<file path="src/rtl/lz77_window_copy_engine_unit_assert.svh">
// Assertion macros shared by the LZ77 window copy engine.
// Each macro expands to one labelled concurrent assertion that is disabled in reset.
`ifndef LZ77_WINDOW_COPY_ENGINE_UNIT_ASSERT_SVH
`define LZ77_WINDOW_COPY_ENGINE_UNIT_ASSERT_SVH

// The consequent must hold in the same cycle as the antecedent.
`define LZWC_ASSERT_SAME(label, clk, rst_n, ante, cons, msg) \
    label: assert property (@(posedge clk) disable iff (!rst_n) (ante) |-> (cons)) \
        else $error(msg);

// The consequent must hold in the cycle after the antecedent.
`define LZWC_ASSERT_NEXT(label, clk, rst_n, ante, cons, msg) \
    label: assert property (@(posedge clk) disable iff (!rst_n) (ante) |=> (cons)) \
        else $error(msg);

`endif

</file>
<file path="src/rtl/lzwc_pkg.sv">
// Package for the LZ77 window copy engine: sizes, codes, tables and the
// types passed between controller and datapath. No dependencies.
`default_nettype none

package lzwc_pkg;

    localparam int WIN_AW      = 16;
    localparam int MAX_PIECE   = 64;
    localparam int POS_W       = 30;
    localparam int DIST_W      = 24;
    localparam int REM_W       = 25;
    localparam int LEN_W       = 7;
    localparam int SUM_W       = 26;
    localparam int NUM_SHORT_CODES = 16;

    localparam logic [POS_W-1:0] MAX_BACK = POS_W'((1 << WIN_AW) - 16);

    localparam logic [1:0] OP_LITERAL = 2'd0;
    localparam logic [1:0] OP_COPY    = 2'd1;
    localparam logic [1:0] OP_BEGIN   = 2'd2;
    localparam logic [1:0] OP_UNUSED  = 2'd3;

    localparam logic [2:0] ST_OK        = 3'd0;
    localparam logic [2:0] ST_BAD_DIST  = 3'd1;
    localparam logic [2:0] ST_FAR_DIST  = 3'd2;
    localparam logic [2:0] ST_PAST_END  = 3'd3;
    localparam logic [2:0] ST_HALTED    = 3'd4;

    localparam logic [DIST_W-1:0] RECENT_INIT [4] = '{24'd16, 24'd15, 24'd11, 24'd4};

    localparam logic [1:0] SLOT_BACK [NUM_SHORT_CODES] = '{
        2'd3, 2'd2, 2'd1, 2'd0, 2'd3, 2'd3, 2'd3, 2'd3,
        2'd3, 2'd3, 2'd2, 2'd2, 2'd2, 2'd2, 2'd2, 2'd2
    };

    localparam logic signed [2:0] DIST_ADJUST [NUM_SHORT_CODES] = '{
        3'sd0, 3'sd0, 3'sd0, 3'sd0, -3'sd1, 3'sd1, -3'sd2, 3'sd2,
        -3'sd3, 3'sd3, -3'sd1, 3'sd1, -3'sd2, 3'sd2, -3'sd3, 3'sd3
    };

    // Input tdata layout, lowest field in the lowest bits.
    typedef struct packed {
        logic [REM_W-1:0]  blk_len;
        logic [DIST_W-1:0] dist_code;
        logic [LEN_W-1:0]  piece_len;
        logic [7:0]        literal_byte;
    } t_in_data;

    typedef struct packed {
        logic       latch;
        logic       set_rem;
        logic       calc_dist;
        logic       check;
        logic       emit_lit;
        logic       emit_err;
        logic [2:0] err_code;
        logic       prime;
        logic       copy_step;
    } t_dp_cmd;

    typedef struct packed {
        logic [1:0] op;
        logic       halted;
        logic       rem_zero;
        logic       dist_bad;
        logic       dist_over;
        logic       len_over;
        logic       len_zero;
        logic       last_byte;
        logic       out_free;
    } t_dp_status;

endpackage

`default_nettype wire

</file>
<file path="src/rtl/lzwc_ctrl.sv">
// Controller of the LZ77 window copy engine: sequences each command.
// Depends on lzwc_pkg; drives the datapath through t_dp_cmd.
`default_nettype none

module lzwc_ctrl import lzwc_pkg::*; (
    input  logic       i_clk,
    input  logic       i_rst_n,
    input  logic       i_in_valid,
    output logic       o_in_ready,
    input  t_dp_status i_status,
    output t_dp_cmd    o_cmd
);

    localparam logic [2:0] S_IDLE   = 3'd0;
    localparam logic [2:0] S_DECODE = 3'd1;
    localparam logic [2:0] S_CHECK  = 3'd2;
    localparam logic [2:0] S_ERR    = 3'd3;
    localparam logic [2:0] S_LIT    = 3'd4;
    localparam logic [2:0] S_PRIME  = 3'd5;
    localparam logic [2:0] S_COPY   = 3'd6;

    logic [2:0] r_state, n_state;
    logic [2:0] r_err, n_err;

    always_ff @(posedge i_clk) begin
        if (!i_rst_n) begin
            r_state <= S_IDLE;
            r_err   <= ST_OK;
        end else begin
            r_state <= n_state;
            r_err   <= n_err;
        end
    end

    assign o_in_ready = (r_state == S_IDLE);

    always_comb begin
        n_state = r_state;
        n_err   = r_err;
        o_cmd   = '0;
        o_cmd.err_code = r_err;
        unique case (r_state)
            S_IDLE: begin
                if (i_in_valid) begin
                    o_cmd.latch = 1'b1;
                    n_state     = S_DECODE;
                end
            end
            S_DECODE: begin
                if (i_status.op == OP_UNUSED) begin
                    n_state = S_IDLE;
                end else if (i_status.halted) begin
                    n_err   = ST_HALTED;
                    n_state = S_ERR;
                end else begin
                    case (i_status.op)
                        OP_BEGIN: begin
                            o_cmd.set_rem = 1'b1;
                            n_state       = S_IDLE;
                        end
                        OP_LITERAL: begin
                            if (i_status.rem_zero) begin
                                n_err   = ST_PAST_END;
                                n_state = S_ERR;
                            end else begin
                                n_state = S_LIT;
                            end
                        end
                        default: begin
                            o_cmd.calc_dist = 1'b1;
                            n_state         = S_CHECK;
                        end
                    endcase
                end
            end
            S_CHECK: begin
                o_cmd.check = 1'b1;
                if (i_status.dist_bad) begin
                    n_err   = ST_BAD_DIST;
                    n_state = S_ERR;
                end else if (i_status.dist_over) begin
                    n_err   = ST_FAR_DIST;
                    n_state = S_ERR;
                end else if (i_status.len_over) begin
                    n_err   = ST_PAST_END;
                    n_state = S_ERR;
                end else if (i_status.len_zero) begin
                    n_state = S_IDLE;
                end else begin
                    n_state = S_PRIME;
                end
            end
            S_ERR: begin
                if (i_status.out_free) begin
                    o_cmd.emit_err = 1'b1;
                    n_state        = S_IDLE;
                end
            end
            S_LIT: begin
                if (i_status.out_free) begin
                    o_cmd.emit_lit = 1'b1;
                    n_state        = S_IDLE;
                end
            end
            S_PRIME: begin
                o_cmd.prime = 1'b1;
                n_state     = S_COPY;
            end
            S_COPY: begin
                if (i_status.out_free) begin
                    o_cmd.copy_step = 1'b1;
                    if (i_status.last_byte) begin
                        n_state = S_IDLE;
                    end
                end
            end
            default: begin
                n_state = S_IDLE;
            end
        endcase
    end

endmodule

`default_nettype wire

</file>
<file path="config.mk">
export PLATFORM = sky130hd
export DESIGN_NAME = lzwc_ctrl
export DESIGN_NICKNAME = d
export VERILOG_FILES = /design/src/rtl/lz77_window_copy_engine_unit_assert.svh /design/src/rtl/lzwc_pkg.sv /design/src/rtl/lzwc_ctrl.sv
export SDC_FILE = /design/constraint.sdc
export NUM_CORES = 1
export LEC_CHECK = 0
export BUFFER_PORTS_ARGS = -buffer_cell sky130_fd_sc_hd__buf_2
export CORE_AREA = 2 2 39 41
export DETAILED_ROUTE_END_ITERATION = 12
export DIE_AREA = 0 0 41 43
export PLACE_DENSITY = 0.67
export SYNTH_ARGS = -nofsm -noshare
export SYNTH_HDL_FRONTEND = slang
export SYNTH_SLANG_ARGS = --single-unit
</file>
<file path="constraint.sdc">
create_clock -name i_clk -period 3.7 [get_ports i_clk]
set_clock_uncertainty 0.2 [all_clocks]
set_input_delay 0.185 -clock i_clk [delete_from_list [all_inputs] [get_ports i_clk]]
set_output_delay 0.185 -clock i_clk [all_outputs]
set_load 0.01 [all_outputs]
</file>
After elaboration in Yosys (flattened, before gate mapping)
Index checks and enable logic that the tools add are counted. W data, S select, Z words.

Bits in registers: 6. Logic and storage cells: 59. Input bits: 13. Output and inout bits: 12.

Equality and inequality tests: 16. Reduce and logical (&&, ||, !) cells: 7. Multiplexer cells: 34.

Operators with widths (count): $mux W3 (18); $pmux W3 S6 (1); $pmux W3 S2 (2); $mux W1 (10); $eq A3 B3 Y1 const B (3); $ne A2 B2 Y1 const B (4); $eq A3 B2 Y1 const B (2); $mux W2 (3); $reduce_and A5 Y1 (1); $eq A2 B2 Y1 const B (2); $ne A4 B4 Y1 const B (1); $reduce_and A4 Y1 (1); $reduce_or A2 Y1 (2); $eq A3 B1 Y1 const B (1); $logic_not A3 Y1 (1); $ne A3 B2 Y1 const B (1); $ne A3 B3 Y1 const B (1); $logic_not A2 Y1 (1); $ne A2 B1 Y1 const B (1); $reduce_bool A2 Y1 (1).

Logic depth before layout (Yosys ltp)
Gate-level depths: netlist of the first run.

Depth after elaboration: 6. Gate-level depth with buffers: 5. Mapped depth without buffers: 5.

Worst setup path after synthesis of the first run
Ideal clock, no wire load.

Path kind: flip-flop to output port. From: register r_state[1]. To: output o_cmd[9] (netlist bit). Cell stages (with the launch flop): 4. Arrival time: 1.327 ns. Path buffers: 1. Setup slack: 1.988 ns. Required time: 3.315 ns. Path through: dfxtp_1 -> buf_6 -> or4b_4 -> nor3b_1.

RTL lines: start, declared (line lzwc_ctrl.sv:22) `logic [2:0] r_state, n_state;`; start signal, assigned (line lzwc_ctrl.sv:30) `r_state <= n_state;`; end, declared (line lzwc_ctrl.sv:11) `output t_dp_cmd o_cmd`.

==> results of run 1 <==
layer usage:
| layer | track usage [%] | vias to the layer above |
|---|---|---|
| li1 | - | 281 |
| met3 | 6.28 | 2 |
| met1 | 21.3 | 225 |
| met5 | 0 | - |
| met4 | 6.00 | 0 |
| met2 | 22.2 | 21 |
stage by stage:
| stage | hold WS (ns) | instance area [um2] | worst slack (ns) | total power (uW) |
|---|---|---|---|---|
| final | 0.0511 | 631 | 1.70 | 216 |
| after floorplan | 0.132 | 488 | 1.99 | 135 |
| after detailed placement | 0.245 | 608 | 1.92 | 158 |
| after CTS | 0.0401 | 631 | 1.68 | 220 |
| after global routing | 0.0728 | 631 | 1.62 | 234 |
| after global placement | 0.243 | 608 | 1.97 | 158 |
final cells by class:
type | instances | area, um2 | area share (%)
Multi-Input combinational cell | 50 | 333 | 52.8
Sequential cell | 6 | 120 | 19.0
Clock buffer | 3 | 22.5 | 3.57
Tap cell | 16 | 20.0 | 3.17
Inverter | 4 | 15.0 | 2.38
Timing Repair Buffer | 24 | 120 | 19.0
cell usage after synthesis (2+ instances only):
library cell,count
sky130_fd_sc_hd__nand3_1,4
sky130_fd_sc_hd__nor3_1,2
sky130_fd_sc_hd__a21oi_1,3
sky130_fd_sc_hd__a31oi_1,2
sky130_fd_sc_hd__nand2_1,6
sky130_fd_sc_hd__and2_1,2
sky130_fd_sc_hd__mux2i_1,3
sky130_fd_sc_hd__nor3b_1,5
sky130_fd_sc_hd__nor4_1,2
sky130_fd_sc_hd__nor2_1,3
sky130_fd_sc_hd__dfxtp_1,6
sky130_fd_sc_hd__inv_1,4
sky130_fd_sc_hd__o21ai_0,4
report_power, final:
group          internal, uW  switching (uW)  leakage [uW]  total (uW)
clock                  36.6            21.8     0.0000138        58.4
sequential             72.7            10.6     0.0000491        83.4
combinational          38.4            35.5      0.000225        73.9
total                   148            67.9      0.000288         216
flip-flops by register name, indices dropped and copies added (netlist names):
register,count
r_err,3
r_state,3
cell families after synthesis:
kind of cell | count (synthesis)
mux | 3
flops | 6
simple gates | 33
compound gates | 14
buf+inv | 7
final timing paths:
path / startpoint / endpoint / slack [ns]
min: i_rst_n / r_err[0] / 0.05
min reg2reg: r_err[0] / r_err[0] / 0.25
max: r_state[0] / o_cmd[9] / 1.70
max reg2reg: r_state[1] / r_err[1] / 1.92
worst register-to-register path, delay by kind of cell, from the launching register on:
kind	cells	cell delay, ns
AO/OA/AOI/OAI	1	0.18
flip-flops	1	0.50
multiplexers	1	0.17
AND/OR/NAND/NOR	2	0.65
==> impl_summary.md, run 1 <==
GRT
The via count of the first global-routing pass is 464. The first global-routing pass estimated 1920 um of wire. Global routing finished with a remaining overflow of 0. Entering global routing, the biggest net connects 13 pins. The number of antenna violations at the first check in global routing was 0. The all-layer global routing usage is between 10% and 20%.

Synth
After synthesis, the cell types taking the most area are sky130_fd_sc_hd__dfxtp_1 25%, sky130_fd_sc_hd__nor3b_1 7.7%, sky130_fd_sc_hd__mux2i_1 6.2%, sky130_fd_sc_hd__nand2_1 4.6%, sky130_fd_sc_hd__nand3_1 4.1%. After synthesis, the largest family of logic cells by area is simple AND/OR/NAND/NOR gates. The compound-cell area share of the yosys netlist is 19.7%. The synthesized netlist cell count is 63. Of the total synthesized cell area, the portion taken by XOR and XNOR cells is 0%. The synthesis warning total is 0. Summing the sequential cell areas from Yosys gives roughly 25% of the chip area. The primary flip-flop cell chosen by synthesis mapping is sky130_fd_sc_hd__dfxtp_1. In this run, synthesis inferred 0 flip-flops with an integrated enable.

The area share of the largest cell type after synthesis is 24.6%. The flop and latch count out of synthesis is 6. The synthesized netlist devotes 42.3% of its cell area to simple gates.

The synthesized netlist devotes 0% of its cell area to adder and majority cells. The fraction of synthesized area in multiplexers is 6.15%. The async set-reset flop share out of synthesis is 0%.

Counting distinct cell types in the post-synthesis netlist gives 30. The post-synthesis instance area is a little under 500 um2. The average instance in the mapped netlist occupies 7.75 um2.

The post-synth net total is 76. The biggest area contributor in the post-synthesis netlist is sky130_fd_sc_hd__dfxtp_1.

Timing
The worst pin sits at a relative slew slack of 75.1%. At the pin with the least slew margin, the transition time is 0.371 ns. The final max-slew violation count is 0. Setup violations remaining at the end of the flow were counted as 0.

Setup repair after global routing left no endpoint under its margin. The number of failing hold endpoints at the final stage is 0. Subtracting the final worst setup slack from the clock period gives 2.00 ns.

The maximum frequency from static timing analysis is 0.500 GHz. In the finished design, the share of the clock period the worst path needs comes to 54.1%. After routing, the total negative slack on setup checks comes to 0 ns.

Route
The first routing iteration left 0 violations. The vias after detailed routing is 529. The remaining antenna violation count is 0.

Wire segments on met2 add up to 500 um in the final route. The average wire per cell in the routed design is 11.0 um. The top routing layer in use is met4.

For this run, the detailed router's first-pass iteration total came to 1. The routed design uses just over 80 um of met3 wire. The via-per-instance ratio is 5.14. The routed design has 1130 um of wire.

The routed length on met1 is 540 um. In the routed design, unresolved DRC markers number 0.

Final layout
The fill cell instance count of the final layout is 143. The library cell used most frequently in the layout, excluding fill and tap cells, is sky130_fd_sc_hd__buf_2. In the layout the commonest cells are 24 x sky130_fd_sc_hd__buf_2, 6 x sky130_fd_sc_hd__nand2_1, 6 x sky130_fd_sc_hd__dfxtp_1. Relative to the synthesized area, the layout overhead comes to 29.2%.

The number of antenna repair diodes is 0. At the end of the flow the core is filled with cells to approximately 46%. In the final layout, the share of cells above drive strength 1 is 33.3%. The final layout contains between 100 and 150 nets. The post-route non-filler standard cell count is 103.

Clock network
At the later pin of the worst-skew pair, clock insertion delay measures between 0.2 and 0.25 ns. Once the clock tree was built, the setup fixing pass inserted 0 buffers. The number of hold buffers added after cts is 0. In this run the number of H-tree levels came out at 1.

Clock tree synthesis inserted a total of 3 buffers. In this run the clock root is driven by a sky130_fd_sc_hd__clkbuf_4. The TritonCTS clock tree is done. No sink is reached through more buffers than the 2 on the longest clock path.

Clock-pin slew was measured on the worst setup and hold paths at about 0.04 ns. The tree built by TritonCTS fans out to 6 sinks. Post-CTS repair changed the size of 0 cells.

Setup path
The worst setup path is captured at an output port. The worst setup path is of the reg -> out kind. The data required time at the worst endpoint is around 3.3 ns. The element type at the critical path start is a flip-flop.

The critical path buffer and inverter count is 1. The worst-path cell with the longest stage delay is sky130_fd_sc_hd__or4b_4. The number of gates on the worst path with buffers counted is 3. The cell class contributing the biggest share of worst-path delay is simple AND/OR/NAND/NOR gates. For the worst setup path, the data arrival time is 1.62 ns. The biggest fanout along the worst timing path is 11. Walking the worst path, the cells encountered are or4b_4 > nor3b_1 > buf_2. For this run, the slowest stage of the critical path takes 0.54 ns. The path depth of the worst reg2reg path is 4.

Placement
The total of buffers placed on input and output ports is 24. Counting tap cells, the placed design contains a total of 100 instances. The sum of net half-perimeters after detailed placement is 896 um.

The final weighted congestion in routability-driven placement is 0.723.

Flow run
The max-capacitance violation count is 0.

Outcome
The flow ran to the end, and the final reports show no timing, DRC or antenna violations.

Floorplanning
The floorplan step set the die height to 43 um. After floorplanning, the core was divided into 14 placement rows. The area of the core is 0.00138 mm2. The width of the die is 41 um. The boundary pin count is 25. Once the floorplan was initialized, standard cells occupied 35.3% of the core. The area enclosed by the die boundary is 0.00176 mm2.

Worst hold path
Counting instances, the worst hold path has a depth of 3. The worst min-delay path class is in -> reg.

Power
The largest voltage drop on the vdd net is 0.000182 V. The power density of the placed cells is around 340 mW/mm2. The static leakage is 0.000288 uW.
No activity file was read; power rests on OpenSTA's default activity.
==> inputs of run 2 (changes only) <==
- ABC_AREA: default -> 1
- CORE_AREA: 2 2 39 41 -> default
- CORE_MARGIN: default -> 2
- CORE_UTILIZATION: default -> 40
- DIE_AREA: 0 0 41 43 -> default
- PLACE_DENSITY: 0.67 -> 0.73
- clock period: 3.7 -> 1.7 ns (I/O delays scaled with it)
==> run 2 against run 1 <==
Die area decreased by 6.5%. Worst setup slack got worse by 1.5 ns. Power rose to 3.2 times the previous value. Critical path depth rose by 3. Highest routed layer unchanged.
==> impl_summary.md, run 2 <==
Setup path
The largest stage delay on the critical path is 0.36 ns (was 0.54 ns). The arrival time of data at the critical path endpoint is 1.26 ns (was 1.62 ns). The path depth of the worst reg2reg path is 8 (was 4). The startpoint of the worst register-to-register path is r_state[2] (was r_state[1]). The kind of capture point of the worst setup path is an output port (unchanged). The element type at the critical path start is a flip-flop (unchanged).

The biggest fanout along the worst timing path is 7 (was 11). The worst-path cell with the longest stage delay is sky130_fd_sc_hd__dfxtp_2 (was sky130_fd_sc_hd__or4b_4). The data required time at the worst endpoint came to 1.41 ns (was 3.31 ns). The register-to-register setup slack is 0.31 ns (was 1.92 ns).

The reg-to-reg critical path endpoint is r_err[0] (was r_err[1]). The type of the worst setup path is reg -> out (unchanged). Worst-path cell chain: inv_2 > nand3_2 > inv_1 > nand2_1 > nor3_1 > buf_2 (was or4b_4 > nor3b_1 > buf_2).

Clock network
The clock transition at the registers of the reported paths was 0.05 ns (was 0.04 ns). The worst-case clock buffer depth is 2 (unchanged). The clock root buffer master is sky130_fd_sc_hd__clkbuf_4 (unchanged). The number of buffers added by the clock tree synthesis step is 3 (unchanged). The clock latency at the later pin of the worst-skew pair was 0.24 ns (about the same).

The TritonCTS clock tree is done (unchanged). The deepest level of the CTS H-tree is 1 (unchanged). The sink count of the clock tree is 6 (unchanged).

Final layout
The layout net count is 139 (was 102). The layout overhead on the synthesized area is 30.6% (was 29.2%). The fill cell instance count of the final layout is 132 (was 143). The post-layout instance area is 699 um2 (was 631 um2). The fraction of layout cells with a size suffix above 1 came to 31.5% (was 33.3%).

Registers with the most flip-flops: r_err (3), r_state (3) (unchanged). Highest-count cells in the layout ignoring fill and taps: 25 x sky130_fd_sc_hd__nand2_1, 24 x sky130_fd_sc_hd__buf_2, 21 x sky130_fd_sc_hd__nor2_1 (was 24 x sky130_fd_sc_hd__buf_2, 6 x sky130_fd_sc_hd__nand2_1, 6 x sky130_fd_sc_hd__dfxtp_1). The number of antenna repair diodes is 0 (unchanged).

The most common cell after layout, fill and taps aside is sky130_fd_sc_hd__nand2_1 (was sky130_fd_sc_hd__buf_2).

Synth
The post-synthesis instance area came to 536 um2 (was 488 um2). The primary flip-flop cell chosen by synthesis mapping is sky130_fd_sc_hd__dfxtp_1 (unchanged). Post-synth top cells: 25 x sky130_fd_sc_hd__nand2_1, 21 x sky130_fd_sc_hd__nor2_1, 15 x sky130_fd_sc_hd__inv_1, 8 x sky130_fd_sc_hd__nand3_1 (was 6 x sky130_fd_sc_hd__dfxtp_1, 6 x sky130_fd_sc_hd__nand2_1, 5 x sky130_fd_sc_hd__nor3b_1). The area share of the largest cell type after synthesis came to 22.4% (was 24.6%). The mean post-synth cell area was 5.52 um2 (was 7.75 um2). The number of distinct library cells after synthesis is 16 (was 30). The most numerous cell in the Yosys netlist is sky130_fd_sc_hd__nand2_1. The cell taking the most area after synthesis is sky130_fd_sc_hd__dfxtp_1 (unchanged). The synthesis warning total is 0 (unchanged). The share of synthesized area occupied by flip-flops and latches is 22.4% (was 24.6%). The post-synth net total was 110 (was 76).

The count of flip-flops with a built-in enable after synthesis is 0 (unchanged). The async set-reset flop share out of synthesis is 0% (unchanged). The synthesized netlist cell count is 97 (was 63). The flop and latch count out of synthesis is 6 (unchanged). Dominant cells by area after synthesis: sky130_fd_sc_hd__dfxtp_1 22%, sky130_fd_sc_hd__nand2_1 18%, sky130_fd_sc_hd__nor2_1 15%, sky130_fd_sc_hd__inv_1 11%, sky130_fd_sc_hd__nand3_1 7.5% (was sky130_fd_sc_hd__dfxtp_1 25%, sky130_fd_sc_hd__nor3b_1 7.7%, sky130_fd_sc_hd__mux2i_1 6.2%, sky130_fd_sc_hd__nand2_1 4.6%, sky130_fd_sc_hd__nand3_1 4.1%).

Timing
The total negative slack for setup checks was 0 ns (unchanged). Derived from the worst setup path, the maximum achievable clock frequency is 0.649 GHz. The final max-slew violation count is 0 (unchanged). The worst-case headroom to the max-slew limit is 85.5% (was 75.1%). The setup slack after layout is 0.159 ns (was 1.70 ns). Subtracting the final worst setup slack from the clock period gives 1.54 ns. The final cycle utilization of the critical path is 90.6%. The number of setup violations in the final report is 0 (unchanged).

The transition time at the pin with the least slew margin was 0.216 ns (was 0.371 ns). The number of failing hold endpoints at the final stage is 0 (unchanged). Setup repair after global routing missed its margin: no (unchanged).

Power
The switching power summed over all nets is 293 uW (was 67.9 uW). The power density of the placed cells is 973 mW/mm2 (was 342 mW/mm2). The static leakage is 0.000414 uW (was 0.000288 uW). The combinational cell fraction of total power is 49.5% (was 34.3%). The clock group share of total power is 18.7% (was 27.1%). The switching power as a share of total power is 43.0% (was 31.5%). The largest voltage drop on the vdd net is 0.000568 V (was 0.000182 V). The relative contribution of sequential cells to total power came to 31.8% (was 38.7%). The total internal power is 388 uW (was 148 uW).

GRT
The total global routing overflow came to 0 (unchanged). The via count of the first global-routing pass is 454 (was 464). The number of antenna violations at the first check in global routing was 0 (unchanged). The maximum number of pins on one net before global-route repair was 10 (was 13).

The all-layer global routing usage is 16.4% (was 15.9%). The first-pass GRT wire length is 1770 um (was 1920 um).

Route
The remaining antenna violation count was 0 (unchanged). The routed wire length is 1240 um (was 1130 um). The via-per-instance ratio is 4.71 (was 5.14). The detailed router's first-iteration violation count is 9 (was 0). The DRC violations left was 0 (unchanged).

The average wire per cell in the routed design is 8.93 um (was 11.0 um). The total iterations of the first detailed-routing run is 4 (was 1). The vias after detailed routing is 655 (was 529).

Floorplanning
The boundary pin count is 25 (unchanged). The chip height was 40.6 um (was 43 um). The width of the die is 40.6 um (was 41 um). The standard-cell row count came to 13 (was 14). The area enclosed by the die boundary was 0.00165 mm2 (was 0.00176 mm2). The starting utilization of the core area is 42.2% (was 35.3%). The area of the core is 0.00127 mm2 (was 0.00138 mm2).

Worst hold path
The hold path startpoint is i_status[7] (was i_rst_n). The worst hold path depth was 4 (was 3). The worst hold endpoint was r_err[1] (was r_err[0]).

The worst min-delay path class is in -> reg (unchanged).

Placement
The area of placed instances came to 663 um2 (was 608 um2). The final weighted congestion in routability-driven placement is 0.831 (was 0.723). The total of buffers placed on input and output ports is 24 (unchanged). The sum of net half-perimeters after detailed placement is 1010 um (was 896 um). The post-placement setup slack is 0.215 ns (was 1.92 ns).

Flow run
The max-capacitance violation count is 0 (unchanged).

Outcome
Result of the run: complete, no violations (unchanged).
## run 2: layout make-up
cell class / instances / area [um2] / share of cell area, %
clock buffers: 3 / 22.5 / 3.22
flip-flops and latches: 6 / 124 / 17.7
inverters: 18 / 67.6 / 9.66
repair buffers: 25 / 130 / 18.6
multi-input cells: 72 / 337 / 48.1
well taps: 15 / 18.8 / 2.68
## run 2: cells by family after synthesis
family / count (synthesis) / synth area share (%)
AO/OA/AOI/OAI: 9 / 8.41
buffers and inverters: 19 / 14.7
flip-flops: 6 / 22.4
AND/OR/NAND/NOR: 63 / 54.4
## run 2: worst max-delay path, delay by kind of cell, from the launching register on
| kind | cells | cell delay [ns] |
|---|---|---|
| buffers and inverters | 3 | 0.35 |
| DFF | 1 | 0.36 |
| and+or+nand+nor | 3 | 0.30 |
## run 2: routing by layer
layer | vias up | share of wire, % | GRT usage, %
met2 | 12 | 50 | 23.8
met5 | - | 0 | 0
li1 | 357 | - | -
met1 | 284 | 45 | 21.9
met3 | 2 | 4.0 | 3.33
met4 | 0 | 0.40 | 10.0
## run 2: per-stage QoR
stage          hold slack, ns  total power (uW)  std cells  util (%)
2_1_floorplan         0.00539               468         97         -
3_3_place_gp            0.138               543        135      52.3
3_5_place_dp            0.141               550        135      52.3
4_1_cts                0.0221               685        139      54.8
5_1_grt                0.0391               752        139      55.1
6_report               0.0260               681        139      55.1
## run 2: how the worst max path moves through the flow
stage	start	end	slack [ns]	cells after the start
floorplan	r_state[0]	r_err[0]	0.30	7
detailed placement	r_state[0]	r_err[0]	0.21	7
global route	r_state[1]	o_cmd[8]	0.02	6
global placement	r_state[0]	r_err[0]	0.27	7
finish	r_state[2]	o_cmd[8]	0.16	6
CTS	r_state[0]	o_cmd[8]	0.07	5
## run 2: timing repair
item,CTS,global route
hold buffers,1,0
setup buffers,0,0
endpoints found under the hold margin,6,0
endpoints found under the setup margin,0,1
resized for setup,0,3
## run 2: power by group through the flow
stage	combinational (uW)	clock [uW]	sequential (uW)
CTS	337	135	213
global route	390	140	222
finish	337	127	216
detailed placement	335	0	215
floorplan	262	0	205
global placement	329	0	214
